<file path="config.mk">
export PLATFORM = sky130hd
export DESIGN_NAME = qom_sort_cell
export DESIGN_NICKNAME = d
export VERILOG_FILES = /design/src/rtl/qom_pkg.sv /design/src/rtl/qom_sort_cell.sv
export SDC_FILE = /design/constraint.sdc
export NUM_CORES = 1
export LEC_CHECK = 0
export BUFFER_PORTS_ARGS = -buffer_cell sky130_fd_sc_hd__buf_2
export CORE_ASPECT_RATIO = 1.1
export CORE_MARGIN = 3
export CORE_UTILIZATION = 57
export CTS_BUF_LIST = sky130_fd_sc_hd__clkbuf_4 sky130_fd_sc_hd__clkbuf_8
export DETAILED_ROUTE_END_ITERATION = 16
export GPL_TIMING_DRIVEN = 1
export PLACE_DENSITY = 0.88
export REMOVE_ABC_BUFFERS = 1
export SLEW_MARGIN = 20
export SYNTH_ARGS = -nofsm -noshare
export SYNTH_HDL_FRONTEND = slang
export SYNTH_SLANG_ARGS = --single-unit
</file>
<file path="constraint.sdc">
create_clock -name clk -period 4.3 [get_ports clk]
set_input_delay 0.215 -clock clk [delete_from_list [all_inputs] [get_ports clk]]
set_output_delay 0.215 -clock clk [all_outputs]
set_load 0.03 [all_outputs]
</file>
<file path="src/rtl/qom_pkg.sv">
// Package for the quantile outlier marker: shared types, constants and decade table.
// No dependencies.
package qom_pkg;

  localparam int unsigned VAL_W = 32;
  localparam int unsigned ONE_Q16 = 65536;

  typedef enum logic [2:0] {
    CFG_TOP_FRAC = 3'd0,
    CFG_TOP_ERR  = 3'd1,
    CFG_TOP_MAG  = 3'd2,
    CFG_BOT_FRAC = 3'd3,
    CFG_BOT_ERR  = 3'd4,
    CFG_BOT_MAG  = 3'd5,
    CFG_MODE     = 3'd6
  } cfg_idx_t;

  // Shift command sent down the sorting chain.
  typedef struct packed {
    logic               ins;    // insert value this cycle
    logic signed [31:0] value;
  } cell_cmd_t;

  // Decade of a nonnegative Q.16 value, zero for zero.
  function automatic logic [29:0] decade_of(input logic signed [63:0] q);
    logic [29:0] d;
    d = 30'd0;
    if (q > 64'sd0) begin
      d = 30'd7;
      if (q >= 64'sd66)        d = 30'd66;
      if (q >= 64'sd656)       d = 30'd655;
      if (q >= 64'sd6554)      d = 30'd6554;
      if (q >= 64'sd65536)     d = 30'd65536;
      if (q >= 64'sd655360)    d = 30'd655360;
      if (q >= 64'sd6553600)   d = 30'd6553600;
      if (q >= 64'sd65536000)  d = 30'd65536000;
      if (q >= 64'sd655360000) d = 30'd655360000;
    end
    return d;
  endfunction

  function automatic logic [16:0] sat_one(input logic [16:0] x);
    return (x > 17'd65536) ? 17'd65536 : x;
  endfunction

endpackage

</file>
<file path="src/rtl/qom_sort_cell.sv">
// One cell of the insertion sort chain: holds one sorted value.
// Depends on qom_pkg.
module qom_sort_cell (
  input  logic                      clk,
  input  logic                      clear,
  input  qom_pkg::cell_cmd_t        cmd,
  input  logic                      left_valid,
  input  logic signed [31:0]        left_value,
  output logic                      cell_valid,
  output logic signed [31:0]        cell_value
);
  import qom_pkg::*;

  logic               valid_r, valid_nxt;
  logic signed [31:0] value_r, value_nxt;
  logic               take_left;

  // Cell holds a value greater than the new one: shift right. The first empty cell
  // after the filled ones takes the new value or its neighbor's; later empty cells hold.
  always_comb begin
    take_left = valid_r && (value_r > cmd.value);
    valid_nxt = valid_r;
    value_nxt = value_r;
    if (cmd.ins && (take_left || (!valid_r && left_valid))) begin
      valid_nxt = 1'b1;
      value_nxt = (left_valid && left_value > cmd.value) ? left_value : cmd.value;
    end
    if (clear) valid_nxt = 1'b0;
  end

  always_ff @(posedge clk) begin
    valid_r <= valid_nxt;
    value_r <= value_nxt;
  end

  assign cell_valid = valid_r;
  assign cell_value = value_r;
endmodule

</file>
## Word level (Yosys, flattened, before mapping)

Cells that the tools add are included.

- Bits in registers: 33
- Latch bits: 0
- RAM bits: 0
- Memory bits (read-only): 0
- Input port bits: 68
- Output and inout bits: 33
- Logic and storage cells: 11
- Memories kept: 0

- $add $sub $neg: 0
- Multipliers: 0
- Divide/modulo/power cells: 0
- $lt $le $gt $ge: 2
- Equality and inequality tests: 0
- Shift operators: 0
- Multiplexer cells: 1
- Bitwise operators: 0
- Reductions and logical operators: 6

Operators by type and width:

| kind | count |
|---|---|
| > comparator 32 bit | 2 |
| 2-to-1 mux 32 bit | 1 |
| logical AND 1 bit | 4 |
| zero test 1 bit | 1 |
| logical OR 1 bit | 1 |

## Depth between registers and ports, before layout

Gate-level depths: netlist (run 1).

- Depth after elaboration: 4
- Mapped depth: 10
- Depth with buffers taken out: 9

## Least setup slack after synthesis (run 1)

Ideal clock, no wire load.

- Path type: register to register
- Start: reg value_r[1] (netlist: cell_value[1])
- End: reg value_r[0] (netlist: cell_value[0]), enable pin
- Setup time: 433 ps
- Arrival: 3297 ps
- Data required time: 3867 ps
- Setup slack: 571 ps
- Cell stages (with the launch flop): 9
- Buffers on the path: 0
- Clock period less this slack: 3729 ps
- Cells stage by stage: edfxtp_1 ha_1 nor2b_1 o211ai_1 a2111oi_0 nor3_1 a21oi_1 mux2i_1 o22ai_1

- Word-level cells in the longest chain between the ends: 4

Ends and longest elaborated chain:

| what | RTL line | RTL |
|---|---|---|
| from (decl) | qom_sort_cell.sv:15 | `logic signed [31:0] value_r, value_nxt;` |
| from (signal assigned) | qom_sort_cell.sv:33 | `value_r <= value_nxt;` |
| > comparator 32 bit | qom_sort_cell.sv:21 | `take_left = valid_r && (value_r > cmd.value);` |
| logical AND 1 bit | qom_sort_cell.sv:21 |  |
| logical OR 1 bit | qom_sort_cell.sv:24 | `if (cmd.ins && (take_left \|\| (!valid_r && left_valid))) begin` |
| logical AND 1 bit | qom_sort_cell.sv:24 |  |

Every way passes these cells.
A chain may end at the register's enable or synchronous reset.

## Worst setup path after layout (run 1)

- Start: reg value_r[1] (netlist: cell_value[1])
- End: reg value_r[10] (netlist: cell_value[10]), enable pin

The elaborated chain is that of the path after synthesis.

==> results of run 1 <==
## worst paths after layout
check	slack [ps]	to	cells after the start	start
setup / recovery	1360	cell_value[10]$_DFFE_PP_	9	cell_value[1]$_DFFE_PP_
hold / removal	90	cell_valid$_SDFFE_PP0P_	2	clear
setup reg to reg	1360	cell_value[10]$_DFFE_PP_	9	cell_value[1]$_DFFE_PP_
hold reg to reg	610	cell_valid$_SDFFE_PP0P_	2	cell_valid$_SDFFE_PP0P_
## power groups by stage
stage          Combinational (uW)  Clock, uW  Sequential (uW)
2_1_floorplan                 307          0              473
3_3_place_gp                  507          0              420
3_5_place_dp                  538          0              422
4_1_cts                       540        293              416
5_1_grt                       600        307              419
6_report                      547        296              417
## flip-flops by register name, indices dropped and copies added (netlist names)
register    cells
cell_valid      1
cell_value     32
## metal layers
metal	GRT usage [%]	wire, um	vias to the layer above
met5	0	0	-
met1	35.9	4820	2129
met3	3.94	1060	27
met4	10.2	332	0
li1	-	-	2130
met2	50.9	6080	268
## kinds of logic after synthesis
family | after synthesis
mux | 1
compound gates | 149
buf+inv | 73
simple gates | 181
flops | 33
fa+ha+maj | 64
## cells in the mapped netlist (3+ instances only)
master / instances
ha_1: 64
a21oi_1: 60
nand2_1: 48
nand3_1: 38
inv_1: 34
nand2b_1: 33
a41oi_1: 32
edfxtp_1: 32
nand4b_1: 32
o2111ai_1: 32
clkbuf_1: 27
nand4_1: 15
buf_2: 8
o21ai_0: 8
a21o_1: 4
nor2_1: 4
a211oi_1: 3
buf_6: 3
nor4_1: 3
## cell type report
| type | count | area share, % |
|---|---|---|
| inverters | 34 | 2.63 |
| flip-flops and latches | 33 | 20.2 |
| multi-input cells | 395 | 60.9 |
| clock buffers | 6 | 1.57 |
| well taps | 85 | 2.19 |
| clock inverters | 2 | 0.696 |
| repair buffers | 108 | 11.8 |
## metrics by stage
step	std cells	area [um^2]
2_1_floorplan	462	4020
3_3_place_gp	655	4740
3_5_place_dp	655	4740
4_1_cts	663	4850
5_1_grt	663	4850
6_report	663	4850
## cells in the final DEF (no fill, tap or decap), types with 2 or more instances in the layout
| cell | instances |
|---|---|
| a41oi_1 | 32 |
| nand4_1 | 15 |
| nand3_1 | 38 |
| a211oi_1 | 3 |
| o21ai_0 | 8 |
| nand4b_1 | 32 |
| nor3_1 | 2 |
| o21a_1 | 2 |
| inv_1 | 34 |
| nor4_1 | 3 |
| o211ai_1 | 2 |
| nor2_1 | 4 |
| buf_2 | 100 |
| buf_4 | 7 |
| edfxtp_1 | 32 |
| a21oi_1 | 60 |
| o2111ai_1 | 32 |
| nand2_1 | 48 |
| clkbuf_8 | 5 |
| nand2b_1 | 33 |
| ha_1 | 63 |
| nor2b_1 | 2 |
| a21o_1 | 4 |
## worst max-delay path, stage by stage (launching register included)
cell and delay (ps):
edfxtp_1 420, ha_1 320, nor2b_1 160, o211ai_1 90, a2111oi_0 380, nor3_1 80
a21oi_1 190, mux2i_1 130, o22ai_4 590, buf_4 290
==> results.md, run 1 <==
* Synth warn at 0
* Most used DFF post-synth: edfxtp_1
* Highest clock rate at roughly 340 MHz
* Avg Cell Area, Syn at 8.39 um^2
* Sequential share of power at 33.1%
* Psw at 478 uW
* Worst slew pin tran at 1000 ps
* Asr flop ratio synth at 0%
* Share of cells above drive strength 1 at 21.1%
* EDFF count, synth at 32
* Ports at 101
* DR WL/cell at 18.5 um
* Drt total wl at 12300 um
* Area fraction of the dominant cell type after synthesis at 22.9%
* Largest family of logic cells by synthesized area: simple AND/OR/NAND/NOR gates
* TritonCTS clock tree: built
* Adder-cell area share of the yosys netlist at 19.0%
* Crit share post-route at 68.5%
* Min Hold Slack at 87.2 ps
* Final setup viols at 0
* Initial antenna violation count at 0
* Most area-hungry cell type in the Yosys netlist: edfxtp_1
* Clock H-tree levels at 2
* Clock share of power at 23.5%
* Pint at about 780 uW
* Worst path required time at between 4000 and 5000 ps
* Max-cap violation count at 0
* Register area at a little under 0.001 mm^2
* Clk_lat worst skew at between 200 and 300 ps
* Post-Syn Instances at 501
* ANT nets after route at 0
* Gpl congestion at between 0.8 and 0.9
* CP Class: register to register
* GRT overflow at 0
* Final #Nets at 709
* Sink Count at 33
* Max VDD drop at ~150 uV
* Ant diodes at 0
* Vias in the first global route at 4270
* Worst setup EP type: register
* Post-CTS Setup Inserts at 0
* Core Rows at 32
* Via Count at approximately 4600
* Netlist cell types at 36
* First-pass GRT wire length at 19400 um
* Total Power at 1260 uW
* Core Util, Final at around 68%
* Starting Density at 59.3%
* I/O Buffers at 100
* GRT Total Usage at 28.9%
* TritonRoute pass-1 iters at 5
* #FFs+latches synth at 33
* RSZ-0062 raised after global routing: false
* Die Wd at 87.9 um
* Sequential area share after synthesis at 23.3%
* Mean number of vias per cell at 6.87
* Pwr dens at about 260 mW/mm^2
* Net Sw Frac at 37.9%
* CP max FO at 19
* Post-cts sizing count at 0
* Crit path DAT at 2940 ps
* Chip Height at a little under 100 um
* Starting DRT DRC Count at 425
* Setup TNS at 0 ps
* CTS Buf Count at 5
* Comb pwr share at 43.4%
* Largest net degree at the start of global routing at 130
* Post-Synth XOR/XNOR Area at 0%
* Area grow syn2layout at 15.4%
* Post-synthesis simple-gate area fraction at 25.2%
* # fillers at 577
* Top area cells in the synthesized netlist: edfxtp_1 (23%), ha_1 (19%), a21oi_1 (7.1%)
* Cts hold-fix bufs at 0
* Core area at 0.00709 mm^2
* Dpl hpwl at 9010 um
* Slew headroom at approximately a third
* DRC viols at 0
* Clock buffer depth at 2
* Die area at 0.00844 mm^2
* Root Driver: clkbuf_8
* Mux cell area share after synthesis at less than 1%
* Clock Skew at 8.71 ps
* Static leakage at 0.00206 uW
* Multi-input logic area at slightly below 0.003 mm^2
* Outcome: completed
* Synthesized area at approximately 0.0042 mm^2
* CP Launch Type: register
* Hold WC Path Type: primary input to register
* Fin worst setup slack at 1360 ps
* Max-slew violation count at 0
* Place WS at 1330 ps
* Final min period at 2940 ps
* Compound-cell area share of the yosys netlist at between 20% and 30%
* Worst-path clk slew at around 70 ps
* Final hold viol count at 0
(Power assumes the default switching activity.)
==> run 2, diff against run 1 <==
==> constraint.sdc (replaced) <==
create_clock -name clk -period 3.1 [get_ports clk]
set_input_delay 0.155 -clock clk [delete_from_list [all_inputs] [get_ports clk]]
set_output_delay 0.155 -clock clk [all_outputs]
set_load 0.03 [all_outputs]
==> results.md, run 2 (same netlist as run 1, synthesis figures left out) <==
* TritonRoute pass-1 iters at 5
* GRT Total Usage at 27.9%
* Static leakage at between 0.002 and 0.0025 uW
* Final setup viols at 0
* CTS Buf Count at 5
* Largest net degree at the start of global routing at between 100 and 150
* Max reg flops at 32
* DR WL/cell at approximately 18 um
* Worst path required time at between 3000 and 4000 ps
* Placed inst area at 0.00478 mm^2
* Max VDD drop at 209 uV
* Most common cell after layout, fill and taps aside: buf_2
* DRC viols at 0
* Crit path DAT at 2590 ps
* Die area at 0.00844 mm^2
* Most frequent cells in the layout: buf_2 (100), ha_1 (63), a21oi_1 (60), nand2_1 (48), nand3_1 (38)
* Highest clock rate at 382 MHz
* Final min period at 2620 ps
* Drt total wl at 11900 um
* Reg2Reg Depth at 9
* Fin worst setup slack at 484 ps
* Clk_lat worst skew at about 290 ps
* Via Count at 4458
* Mean number of vias per cell at roughly 6.7
* Clock Skew at 9.53 ps
* Core Rows at 32
* Final cell count without fillers at ~670
* Worst r2r src: cell_value[1]$_DFFE_PP_
* Ports at between 100 and 150
* Core area at roughly 0.0071 mm^2
* Area grow syn2layout at 16.0%
* Sink Count at 33
* CP Launch Type: register
* Worst-path clk slew at 70 ps
* # fillers at 572
* Hold Path End: cell_valid$_SDFFE_PP0P_
* ANT nets after route at 0
* Reg-to-reg critical path endpoint: cell_value[25]$_DFFE_PP_
* Cts hold-fix bufs at 0
* Max-cap violation count at 0
* Share of cells above drive strength 1 at between 20% and 30%
* RSZ-0062 raised after global routing: false
* Starting DRT DRC Count at 247
* Initial antenna violation count at 0
* R2R setup slack at 480 ps
* Max-slew violation count at 0
* Final Cell Area at 0.00487 mm^2
* Hold path cells at 2
* Worst slew pin tran at slightly below 1000 ps
* Chip Height at 96.1 um
* Vias in the first global route at roughly 4200
* CP Class: register to register
* Dpl hpwl at 8880 um
* Root Driver: clkbuf_8
* Slew headroom at 33.8%
* Clock buffer depth at 2
* Post-CTS Setup Inserts at 0
* Final #Nets at ~710
* Hold WC Path Type: primary input to register
* Clock H-tree levels at 2
* Crit share post-route at 84.4%
* Starting Density at 59.3%
* CP max FO at 18
* I/O Buffers at 100
* Final hold viol count at 0
* Place WS at 312 ps
* Placed Cells incl. Taps at 658
* Pwr dens at 350 mW/mm^2
* Core Util, Final at 68.8%
* Outcome: completed
* Hold Startpoint: clear
* Gpl congestion at slightly below 0.9
* Post-cts sizing count at 0
* GRT overflow at 0
* Worst setup EP type: register
* Ant diodes at 0
* First-pass GRT wire length at 18900 um
* TritonCTS clock tree: built
* Die Wd at between 80 and 90 um
-- run 2: layer usage --
layer	up-vias	track usage, %	routed length, um
li1	2140	-	-
met1	2123	33.8	4760
met2	178	49.8	6090
met3	17	4.71	850
met4	0	8.82	166
met5	-	0	0
-- run 2: power breakdown --
| part | switching (uW) | internal, uW |
|---|---|---|
| logic | 463 | 295 |
| clock network | 175 | 199 |
| registers | 24.4 | 551 |
-- run 2: worst max-delay path: stages (launching register included) --
cell and delay, ps:
edfxtp_1 400, ha_1 310, nor2b_1 150, o211ai_1 110, a2111oi_0 440, nor3_1 80, a21oi_1 200, mux2i_1 130
o22ai_4 170, buf_4 310
-- run 2: worst max-delay path by stage --
stage | start | cells past startpoint | to | slack, ps
final | cell_value[1]$_DFFE_PP_ | 9 | cell_value[25]$_DFFE_PP_ | 480
after global placement | cmd[31] | 10 | cell_value[16]$_DFFE_PP_ | 480
after CTS | cell_value[1]$_DFFE_PP_ | 9 | cell_value[31]$_DFFE_PP_ | 450
after detailed placement | cmd[14] | 11 | cell_value[5]$_DFFE_PP_ | 310
after floorplan | cmd[31] | 9 | cell_value[3]$_DFFE_PP_ | -2520
after global routing | cell_value[31]$_DFFE_PP_ | 8 | cell_value[24]$_DFFE_PP_ | 330
-- run 2: metrics by stage --
| stage | power (uW) | TNS [ps] | hold slack, ps |
|---|---|---|---|
| after global routing | 1810 | 0 | 18.6 |
| final | 1710 | 0 | 20.9 |
| after global placement | 1290 | 0 | 319 |
| after detailed placement | 1330 | 0 | 324 |
| after CTS | 1710 | 0 | 9.67 |
| after floorplan | 1080 | -100650 | 227 |
-- run 2: layout make-up --
| cell class | instances | area, um^2 | area share (%) |
|---|---|---|---|
| inverter | 34 | 128 | 2.62 |
| sequential | 33 | 981 | 20.1 |
| multi-input combinational | 395 | 2950 | 60.6 |
| tap | 85 | 106 | 2.18 |
| timing repair buffer | 111 | 608 | 12.5 |
| clock buffer | 8 | 97.6 | 2.00 |
